<file path="src/hdl/dtq_pkg.sv">
// Package for the deadline timer queue: widths, action and status codes.
// Used by deadline_timer_queue_top; depends on nothing.
package dtq_pkg;

	localparam int QUEUE_DEPTH_DEF = 16;
	localparam int MAX_PRESCALE_EXP_DEF = 10;
	localparam int TICK_RESULT_CAP = 16;
	localparam int TIME_W = 64;
	localparam int TAG_W = 8;

	localparam logic [1:0] ACT_TICK = 2'd0;
	localparam logic [1:0] ACT_SCHED = 2'd1;
	localparam logic [1:0] ACT_CANCEL = 2'd2;
	localparam logic [1:0] ACT_READ = 2'd3;

	localparam logic [2:0] ST_OK = 3'd0;
	localparam logic [2:0] ST_TIMEDOUT = 3'd1;
	localparam logic [2:0] ST_STALE = 3'd2;
	localparam logic [2:0] ST_FULL = 3'd3;
	localparam logic [2:0] ST_DUP = 3'd4;

	localparam logic REG_PRESCALE = 1'b0;
	localparam logic REG_REVISION = 1'b1;

	typedef enum logic [7:0] {
		S_IDLE  = 8'b0000_0001,
		S_SCAN  = 8'b0000_0010,
		S_SCANW = 8'b0000_0100,
		S_SHIFT = 8'b0000_1000,
		S_SHIFTW = 8'b0001_0000,
		S_PUT   = 8'b0010_0000,
		S_EXP   = 8'b0100_0000,
		S_EXPW  = 8'b1000_0000
	} state_t;

endpackage

</file>
<file path="src/hdl/deadline_timer_queue_top.sv">
// Deadline timer queue top level: time counter, sorted deadline memory and sequencer.
// Depends on dtq_pkg.
//
//  channel | direction | handshake        | payload
//  in      | input     | in_valid/in_stall | action tag delay deadline request_revision
//  out     | output    | out_valid/out_stall | kind tag_res status time_value last
//  cfg     | input     | cfg_valid/cfg_ready | cfg_index cfg_data
//
// A read, or a schedule rejected as stale or timed out, answers on the cycle after it
// is accepted. Schedule and cancel scan the table through the one-read memory port,
// entry by entry, then shift the entries that move one at a time. A tick reads the
// head and, for each expiry, walks the entries left behind the head down by one slot.
// Reset clears time, prescale count and entry count; the memory needs no clearing.
// A stalled result holds the sequencer; a new item is taken only when the previous
// one is fully done.
module deadline_timer_queue_top #(
	parameter int QUEUE_DEPTH = dtq_pkg::QUEUE_DEPTH_DEF,
	parameter int MAX_PRESCALE_EXP = dtq_pkg::MAX_PRESCALE_EXP_DEF
) (
	input  logic        clk,
	input  logic        arst_n,
	input  logic        in_valid,
	output logic        in_stall,
	input  logic [1:0]  action,
	input  logic [7:0]  tag,
	input  logic [31:0] delay,
	input  logic [63:0] deadline,
	input  logic [7:0]  request_revision,
	output logic        out_valid,
	input  logic        out_stall,
	output logic        kind,
	output logic [7:0]  tag_res,
	output logic [2:0]  status,
	output logic [63:0] time_value,
	output logic        last,
	input  logic        cfg_valid,
	output logic        cfg_ready,
	input  logic [0:0]  cfg_index,
	input  logic [7:0]  cfg_data
);
	localparam int AW = $clog2(QUEUE_DEPTH);
	localparam int CW = $clog2(QUEUE_DEPTH + 1);
	localparam int PW = MAX_PRESCALE_EXP;
	localparam int EW = 4;

	// Entry memory: deadline and tag side by side.
	logic [71:0] mem [QUEUE_DEPTH];
	logic [71:0] rd_s1;
	logic [AW-1:0] rd_addr, wr_addr;
	logic wr_en;
	logic [71:0] wr_data;

	always_ff @(posedge clk) begin
		if (wr_en) mem[wr_addr] <= wr_data;
		rd_s1 <= mem[rd_addr];
	end

	logic [3:0] pexp_q;
	logic [7:0] rev_q;
	logic [63:0] time_q;
	logic [PW-1:0] pcnt_q;
	logic [CW-1:0] cnt_q;
	dtq_pkg::state_t st_q;
	logic [CW-1:0] idx_q;
	logic [CW-1:0] pos_q;
	logic [1:0] act_q;
	logic [7:0] tag_q;
	logic [63:0] dl_q;
	logic found_q;
	logic [4:0] nexp_q;

	logic [63:0] rd_dl;
	logic [7:0] rd_tag;
	assign rd_dl = rd_s1[71:8];
	assign rd_tag = rd_s1[7:0];

	assign cfg_ready = 1'b1;
	assign in_stall = (st_q != dtq_pkg::S_IDLE) || (out_valid && out_stall);

	// Clamped exponent and prescale step.
	logic [EW-1:0] eff_e;
	logic [PW:0] period;
	logic [PW-1:0] pinc;
	assign eff_e = (pexp_q > EW'(MAX_PRESCALE_EXP)) ? EW'(MAX_PRESCALE_EXP) : pexp_q;
	assign period = (PW+1)'(1) << eff_e;
	assign pinc = pcnt_q + PW'(1);

	logic [63:0] sched_dl;
	assign sched_dl = (delay != 32'd0) ? time_q + {32'd0, delay} : deadline;

	logic out_free;
	assign out_free = !out_valid || !out_stall;

	// The head just read expires on this tick and the per-tick cap is not reached.
	logic exp_more;
	assign exp_more = (cnt_q != '0) && (rd_dl <= time_q) &&
		(nexp_q != 5'(dtq_pkg::TICK_RESULT_CAP));

	always_comb begin
		rd_addr = idx_q[AW-1:0];
		wr_en = 1'b0;
		wr_addr = idx_q[AW-1:0];
		wr_data = rd_s1;
		unique case (st_q)
			dtq_pkg::S_SHIFT: begin
				// An insert moves the entry just below the current slot.
				if (act_q == dtq_pkg::ACT_SCHED) rd_addr = AW'(idx_q - CW'(1));
			end
			dtq_pkg::S_SHIFTW: begin
				// Entries slide up for insert or down for removal.
				wr_en = 1'b1;
				if (act_q == dtq_pkg::ACT_SCHED) wr_addr = AW'(idx_q + CW'(1));
				else wr_addr = AW'(idx_q - CW'(1));
			end
			dtq_pkg::S_PUT: begin
				wr_en = (act_q == dtq_pkg::ACT_SCHED);
				wr_addr = pos_q[AW-1:0];
				wr_data = {dl_q, tag_q};
			end
			dtq_pkg::S_EXP: rd_addr = '0;
			default: ;
		endcase
	end

	always_ff @(posedge clk or negedge arst_n) begin
		if (!arst_n) begin
			pexp_q <= 4'd10;
			rev_q <= 8'd1;
			time_q <= '0;
			pcnt_q <= '0;
			cnt_q <= '0;
			st_q <= dtq_pkg::S_IDLE;
			out_valid <= 1'b0;
			idx_q <= '0;
			pos_q <= '0;
			found_q <= 1'b0;
			nexp_q <= '0;
		end else begin
			if (cfg_valid) begin
				if (cfg_index == dtq_pkg::REG_PRESCALE) pexp_q <= cfg_data[3:0];
				else rev_q <= cfg_data;
			end
			if (out_valid && !out_stall) out_valid <= 1'b0;
			unique case (st_q)
				dtq_pkg::S_IDLE: begin
					if (in_valid && !in_stall) begin
						act_q <= action;
						tag_q <= tag;
						idx_q <= '0;
						found_q <= 1'b0;
						nexp_q <= '0;
						kind <= 1'b0;
						tag_res <= tag;
						time_value <= '0;
						last <= 1'b1;
						unique case (action)
							dtq_pkg::ACT_TICK: begin
								if ((PW+1)'(pinc) >= period || pinc == '0) begin
									pcnt_q <= '0;
									time_q <= time_q + 64'd1;
								end else pcnt_q <= pinc;
								st_q <= dtq_pkg::S_EXP;
							end
							dtq_pkg::ACT_SCHED: begin
								dl_q <= sched_dl;
								pos_q <= cnt_q;
								if (request_revision != 8'd0 && request_revision != rev_q) begin
									status <= dtq_pkg::ST_STALE;
									out_valid <= 1'b1;
								end else if (sched_dl <= time_q) begin
									status <= dtq_pkg::ST_TIMEDOUT;
									out_valid <= 1'b1;
								end else st_q <= dtq_pkg::S_SCAN;
							end
							dtq_pkg::ACT_CANCEL: st_q <= dtq_pkg::S_SCAN;
							default: begin
								status <= dtq_pkg::ST_OK;
								time_value <= time_q;
								out_valid <= 1'b1;
							end
						endcase
					end
				end
				dtq_pkg::S_SCAN: begin
					if (idx_q == cnt_q) begin
						// Whole table seen.
						if (act_q == dtq_pkg::ACT_SCHED) begin
							if (found_q) begin
								status <= dtq_pkg::ST_DUP;
								out_valid <= 1'b1;
								st_q <= dtq_pkg::S_IDLE;
							end else if (cnt_q == CW'(QUEUE_DEPTH)) begin
								status <= dtq_pkg::ST_FULL;
								out_valid <= 1'b1;
								st_q <= dtq_pkg::S_IDLE;
							end else begin
								idx_q <= cnt_q;
								st_q <= dtq_pkg::S_SHIFT;
							end
						end else begin
							status <= dtq_pkg::ST_TIMEDOUT;
							out_valid <= 1'b1;
							st_q <= dtq_pkg::S_IDLE;
						end
					end else st_q <= dtq_pkg::S_SCANW;
				end
				dtq_pkg::S_SCANW: begin
					if (act_q == dtq_pkg::ACT_SCHED) begin
						if (rd_tag == tag_q) found_q <= 1'b1;
						if (rd_dl <= dl_q) pos_q <= cnt_q;
						else if (pos_q == cnt_q) pos_q <= idx_q;
						idx_q <= idx_q + CW'(1);
						st_q <= dtq_pkg::S_SCAN;
					end else if (rd_tag == tag_q) begin
						pos_q <= idx_q;
						idx_q <= idx_q + CW'(1);
						st_q <= dtq_pkg::S_SHIFT;
					end else begin
						idx_q <= idx_q + CW'(1);
						st_q <= dtq_pkg::S_SCAN;
					end
				end
				dtq_pkg::S_SHIFT: begin
					// Insert walks down from the top; removal walks up.
					if (act_q == dtq_pkg::ACT_SCHED) begin
						if (idx_q == pos_q) st_q <= dtq_pkg::S_PUT;
						else begin
							idx_q <= idx_q - CW'(1);
							st_q <= dtq_pkg::S_SHIFTW;
						end
					end else begin
						if (idx_q == cnt_q) st_q <= dtq_pkg::S_PUT;
						else st_q <= dtq_pkg::S_SHIFTW;
					end
				end
				dtq_pkg::S_SHIFTW: begin
					if (act_q != dtq_pkg::ACT_SCHED) idx_q <= idx_q + CW'(1);
					st_q <= dtq_pkg::S_SHIFT;
				end
				dtq_pkg::S_PUT: begin
					if (act_q == dtq_pkg::ACT_SCHED) cnt_q <= cnt_q + CW'(1);
					else cnt_q <= cnt_q - CW'(1);
					// A tick's removal walk goes back to read the new head instead of replying.
					if (act_q == dtq_pkg::ACT_TICK) st_q <= dtq_pkg::S_EXP;
					else begin
						status <= dtq_pkg::ST_OK;
						out_valid <= 1'b1;
						st_q <= dtq_pkg::S_IDLE;
					end
				end
				dtq_pkg::S_EXP: begin
					// Read the head entry at index zero.
					idx_q <= '0;
					st_q <= dtq_pkg::S_EXPW;
				end
				dtq_pkg::S_EXPW: begin
					if (found_q) begin
						// The held expiry goes out; it is final unless another one follows.
						out_valid <= 1'b1;
						last <= !exp_more;
						found_q <= 1'b0;
						if (!exp_more) st_q <= dtq_pkg::S_IDLE;
					end else if (out_free) begin
						if (exp_more) begin
							// Hold the head as the next expiry, then remove it.
							kind <= 1'b1;
							tag_res <= rd_tag;
							status <= dtq_pkg::ST_OK;
							time_value <= rd_dl;
							nexp_q <= nexp_q + 5'd1;
							act_q <= dtq_pkg::ACT_TICK;
							pos_q <= '0;
							idx_q <= CW'(1);
							found_q <= 1'b1;
							st_q <= dtq_pkg::S_SHIFT;
						end else st_q <= dtq_pkg::S_IDLE;
					end
				end
				default: st_q <= dtq_pkg::S_IDLE;
			endcase
		end
	end
endmodule
</file>
<file path="config.mk">
export PLATFORM = sky130hd
export DESIGN_NAME = deadline_timer_queue_top
export DESIGN_NICKNAME = d
export VERILOG_FILES = /design/src/hdl/dtq_pkg.sv /design/src/hdl/deadline_timer_queue_top.sv
export SDC_FILE = /design/constraint.sdc
export NUM_CORES = 2
export LEC_CHECK = 0
export ABC_AREA = 1
export BUFFER_PORTS_ARGS = -buffer_cell sky130_fd_sc_hd__buf_2
export CORE_MARGIN = 2
export CORE_UTILIZATION = 45
export DETAILED_ROUTE_END_ITERATION = 7
export GPL_ROUTABILITY_DRIVEN = 1
export GPL_TIMING_DRIVEN = 1
export SKIP_CTS_REPAIR_TIMING = 1
export SYNTH_ARGS = -nofsm -noshare
export SYNTH_HDL_FRONTEND = slang
export SYNTH_SLANG_ARGS = --single-unit
export TNS_END_PERCENT = 100
</file>
<file path="constraint.sdc">
create_clock -name clk -period 12 [get_ports clk]
set_clock_uncertainty 0.15 [all_clocks]
set_input_delay 3 -clock clk [delete_from_list [all_inputs] [get_ports clk]]
set_output_delay 3 -clock clk [all_outputs]
set_load 0.02 [all_outputs]
</file>
Word-level counts from Yosys, hierarchy flattened
Memory sizes are Yosys's and may differ from the RTL's. A register that Yosys moved wholly into a read port is not among the register bits.
Cells that the tools add are included.
{"block": "op_classes", "add_sub_neg": 8, "magnitude_cmp": 5, "eq_ne": 46, "shifts": 1, "muxes": 112, "bitwise_logic": 1, "n_reduce_logical": 39}
{"cell": "64-bit two-way mux", "count": 6}
{"cell": "64-bit <= comparator", "count": 3}
{"cell": "64-bit case mux with 2 select lines", "count": 1}
{"cell": "5-bit two-way mux", "count": 24}
{"cell": "8-bit two-way mux", "count": 13}
{"cell": "72-bit two-way mux", "count": 1}
{"cell": "64-bit by 1-bit adder with 64-bit output (second input constant)", "count": 1}
{"cell": "64-bit by 32-bit adder with 64-bit output", "count": 1}
{"cell": "8-bit case mux with 8 select lines", "count": 1}
{"cell": "5-bit case mux with 7 select lines", "count": 1}
{"cell": "3-bit two-way mux", "count": 11}
{"cell": "4-bit two-way mux", "count": 8}
{"cell": "2-bit inequality test (second input constant)", "count": 16}
{"cell": "32-bit nonzero test", "count": 1}
{"cell": "8-bit case mux with 3 select lines", "count": 1}
{"cell": "1-bit two-way mux", "count": 23}
{"cell": "4-bit case mux with 2 select lines", "count": 2}
{"cell": "8-bit case mux with 2 select lines", "count": 1}
{"cell": "4-bit AND reduction", "count": 4}
{"cell": "5-bit by 1-bit adder with 5-bit output (second input constant)", "count": 3}
{"cell": "5-bit == test", "count": 3}
{"cell": "3-bit inequality test (second input constant)", "count": 5}
{"cell": "5-bit case mux with 3 select lines", "count": 1}
{"cell": "6-bit two-way mux", "count": 2}
{"cell": "other kinds (54)", "count": 79}
{"block": "word_totals", "reg_bits": 267, "mem_bits_rw": 1152, "input_bits": 128, "out_inout_bits": 80, "word_cells": 232, "n_memories": 1}
{"name": "mem", "words": 16, "word_bits": 72, "rd": 1, "rd_ports_with_merged_regs": 1, "wr": 1, "line_no": "deadline_timer_queue_top.sv:47", "source": "logic [71:0] mem [QUEUE_DEPTH];"}

Logic depth before layout (Yosys ltp)
{"block": "depth", "word_depth": 8, "mapped_depth": 31, "depth_no_buf": 31}

Worst setup path after synthesis
OpenSTA, ideal clock, no wires.
{"block": "synth_path", "path_type": "input to register", "startpoint": "in action[1]", "endpoint": "reg dl_q[0], enable pin", "setup_ns": 0.644, "arrival_ns": 9.547, "t_required_ns": 11.206, "setup_slack_ns": 1.659, "path_stages": 4, "n_path_buf": 0, "path_cell_list": "inv_1 > ha_1 > inv_1 > nor4_1"}
{"block": "synth_via", "elab_chain_len": 2}
{"element": "start, declared", "line_no": "deadline_timer_queue_top.sv:24", "source": "input logic [1:0] action,"}
{"element": "2-bit by 1-bit == test with 1-bit output", "line_no": "deadline_timer_queue_top.sv:156", "source": "unique case (action)"}
{"element": "4-bit AND reduction (no source line)"}
{"element": "end signal, assigned", "line_no": "deadline_timer_queue_top.sv:165", "source": "dl_q <= sched_dl;"}
{"element": "end, declared", "line_no": "deadline_timer_queue_top.sv:68", "source": "logic [63:0] dl_q;"}
No other way between the ends.
A chain may end at the register's enable or synchronous reset.

Final worst setup path
{"block": "layout_path", "startpoint": "in delay[0]", "endpoint": "reg st_q[7]"}
{"block": "layout_via", "elab_chain_len": 5, "word_cells_on_any_way": 6, "cone_classes": "add/sub: 1; order compare: 1; eq/ne: 1; mux: 1; reduce/logical: 2"}
{"element": "start, declared", "line_no": "deadline_timer_queue_top.sv:26", "source": "input logic [31:0] delay,"}
{"element": "64-bit by 32-bit adder with 64-bit output / 32-bit nonzero test (equally long branches)", "line_no": "deadline_timer_queue_top.sv:89", "source": "assign sched_dl = (delay != 32'd0) ? time_q + {32'd0, delay} : deadline;"}
{"element": "64-bit two-way mux (*)", "line_no": "deadline_timer_queue_top.sv:89"}
{"element": "named net sched_dl[40]", "line_no": "deadline_timer_queue_top.sv:88", "source": "logic [63:0] sched_dl;"}
{"element": "64-bit <= comparator (*)", "line_no": "deadline_timer_queue_top.sv:170", "source": "end else if (sched_dl <= time_q) begin"}
{"element": "3-bit inequality test (no source line) (*)"}
{"element": "6-bit AND reduction (no source line) (*)"}
{"element": "end signal, assigned", "line_no": "deadline_timer_queue_top.sv:173", "source": "end else st_q <= dtq_pkg::S_SCAN;"}
{"element": "end signal, assigned", "line_no": "deadline_timer_queue_top.sv:175", "source": "dtq_pkg::ACT_CANCEL: st_q <= dtq_pkg::S_SCAN;"}
{"element": "end signal, assigned", "line_no": "deadline_timer_queue_top.sv:191", "source": "st_q <= dtq_pkg::S_IDLE;"}
{"element": "end, declared", "line_no": "deadline_timer_queue_top.sv:63", "source": "dtq_pkg::state_t st_q;"}
The timed path passes the listed nets; every way through them passes the cells marked *.

==> results.yml <==
worst_setup_path:
  crit_top_cell: "nand2_1"
  worstPathArrival_ps: 8330
  cp_max_fo: 5
  cp-start-kind: "input port"
  crit_path_max_incr_delay_ps: 1020
  timing.critical_path.buf_inv: 4
  path_delay_family: "simple AND/OR/NAND/NOR gates"
  crit_type: "input port to flip-flop"
  cp_slowest_cell: "nor4_1"
  critPathCaptureType: "flip-flop"
  cp.required_ps: 12530
  regToRegSetupSlack_ps: 5810
pwr:
  vdd_drop_max_mv: 0.139
  powerDensity_mw_per_mm2: 189
  p_leak_nw: 28.5
floorplanning:
  die_area_mm2: 0.158
  core.rowCount: 144
  fp.dieW_um: 398
  pin_count: 208
  core_mm2: 0.154
  start_util: 0.453
  die_y_um: 398
synth:
  synthArstFlopShare: 0.0778
  synth_area_mm2: 0.0698
  synth_top_family_by_area: "simple AND/OR/NAND/NOR gates"
  synth_fa_ha_area_frac: 0.0452
  synth_edf_count: 1303
  yosys_warnings: 0
  post_synth.cell_area_avg_um2: 11.2
  ys.flop_type: "edfxtp_1"
  synth_cell_types: 62
  synth-simple-area-share: 0.152
  yosysSeqAreaShare: 0.623
  synth_nets: 6622
  synth_cells: 6243
  ys_seq_elements: 1491
  synth_compound_area_frac: 0.117
  synthMuxAreaShare: 0.000789
  synth_xor_area_frac: 0.0186
final_layout:
  drive_gt1_frac: 0.154
  area_growth_syn_to_layout_pct: 12.5
  n_fill_cell: 13600
  final_cell_mix: "edfxtp_1, nand2_1, o211ai_1"
  final_common_cell: "edfxtp_1"
  finalNetCount: 6815
drt:
  dr.pass1.iters: 5
  avgViaCountPerCell: 5.83
  ant_nets: 0
  drc: 0
  detail_route.iter0.violations: 5371
  wl_per_cell_um: 25.9
  via_count: 50300
  wirelength_mm: 223
sta:
  clock.fmax_ghz: 0.128
  setup_viol: 0
  whs_ps: 349
  hold_violations: 0
  tightest_slew_ps: 1190
  rsz0062_at_grt: "no"
  fin_crit_sh: 0.650
  slew_headroom: 0.197
  drv_slew: 0
  layout_min_cycle_time_ps: 7800
  tns_ps: 0
global_route:
  grt_pass1_vias: 47500
  grt_pass1_wl_mm: 324
  globalRouteOverflowTotal: 0
  antenna_found_initial: 8
  grt_max_degree: 194
  grt.total_usage: 0.278
clock_network:
  cts_tree: "yes"
  cts.reportedPaths.clkPinSlew_ps: 60
  clock-sinks: 1491
  cts_buffers: 157
  max-clock-path-buffers: 3
  clock_latency_ps: 820
  h-tree-depth: 4
  cts-root-buf: "clkbuf_16"
status:
  status: "finished clean"
min_path:
  holdCritPathClass: "flip-flop to flip-flop"
placement:
  place_congestion: 1.02
  port_buffers: 206
  dp_hpwl_mm: 137
job:
  maxCapViolCount: 0
## flip-flops by register name, indices dropped and copies added (netlist names), 8 cells and up
register / flops
mem: 1152
rd_s1: 72
dl_q: 64
time_q: 64
time_value: 64
pcnt_q: 10
rev_q: 8
st_q: 8
tag_q: 8
tag_res: 8
## cell type report
| cell class | count | area (µm²) | share of cell area |
|---|---|---|---|
| Tap cell | 2044 | 2560 | 0.0326 |
| Multi-Input combinational cell | 4041 | 23500 | 0.300 |
| Sequential cell | 1491 | 43500 | 0.554 |
| Clock buffer | 218 | 4380 | 0.0558 |
| Timing Repair Buffer | 355 | 2210 | 0.0282 |
| Antenna cell | 1 | 2.50 | 0.0000319 |
| Inverter | 390 | 1490 | 0.0190 |
| Clock inverter | 77 | 833 | 0.0106 |
## through the flow
stage           util  cell area, µm²  total power [mW]  worst slack, ps  instances
6_report       0.510           78500              14.8             4200       8617
5_1_grt        0.510           78500              15.4             3980       8617
4_1_cts        0.510           78500              14.8             4300       8616
3_5_place_dp   0.476           73300              9.95             3410       8321
3_3_place_gp   0.476           73300              9.90             3450       8321
2_1_floorplan      -           69800              8.68             1660       6243
## power breakdown
group | switching (mW) | total, mW | internal, mW | leakage [nW]
clock network | 2.10 | 4.90 | 2.80 | 2.53
registers | 0.269 | 6.41 | 6.14 | 13.8
logic | 2.44 | 3.50 | 1.06 | 12.2
total | 4.81 | 14.8 | 10.0 | 28.5
## path summary, 6_finish.rpt
path,startpoint,to,cells past startpoint
max in group asynchronous,arst_n,time_q[53]$_DFFE_PN0P_,2
worst min register to register,pcnt_q[9]$_DFFE_PN0P_,pcnt_q[9]$_DFFE_PN0P_,2
worst max register to register,time_q[0]$_DFFE_PN0P_,st_q[7]$_DFFE_PN0P_,29
worst max-delay path,delay[0],st_q[7]$_DFFE_PN0P_,30
worst min-delay path,pcnt_q[9]$_DFFE_PN0P_,pcnt_q[9]$_DFFE_PN0P_,2
min in group asynchronous,arst_n,pcnt_q[4]$_DFFE_PN0P_,1
## cells by family after synthesis
logic type	count (synthesis)
simple gates	2326
flops	1491
compound gates	1310
buf+inv	711
fa+ha+maj	251
xor+xnor	148
mux	5
other cells	1
## cell usage after synthesis (86+ instances only)
| master | count | area [µm²] |
|---|---|---|
| edfxtp_1 | 1303 | 39100 |
| nand2_1 | 826 | 3100 |
| o211ai_1 | 582 | 4370 |
| nor2_1 | 539 | 2020 |
| nand3_1 | 400 | 2000 |
| inv_1 | 371 | 1390 |
| or2_2 | 356 | 2230 |
| o21ai_0 | 333 | 1670 |
| ha_1 | 249 | 3120 |
| a21oi_1 | 201 | 1010 |
| clkbuf_1 | 184 | 691 |
| o21ai_1 | 125 | 626 |
| xor2_1 | 114 | 998 |
| dfrtp_1 | 112 | 2800 |
| buf_2 | 86 | 430 |
## routing by layer
layer  wire length (µm)  GRT usage  share of wire
met3              17700     0.0368          0.079
met2              99500      0.422           0.45
met1              98500      0.408           0.44
met4               7610     0.0996          0.034
met5                  0          0              0
## tightest hold or removal path, stage by stage (launching register included)
cell,delay (ps)
dfrtp_1,350
nand2_1,60
nand2_1,60
No activity file was read; power rests on OpenSTA's default activity.
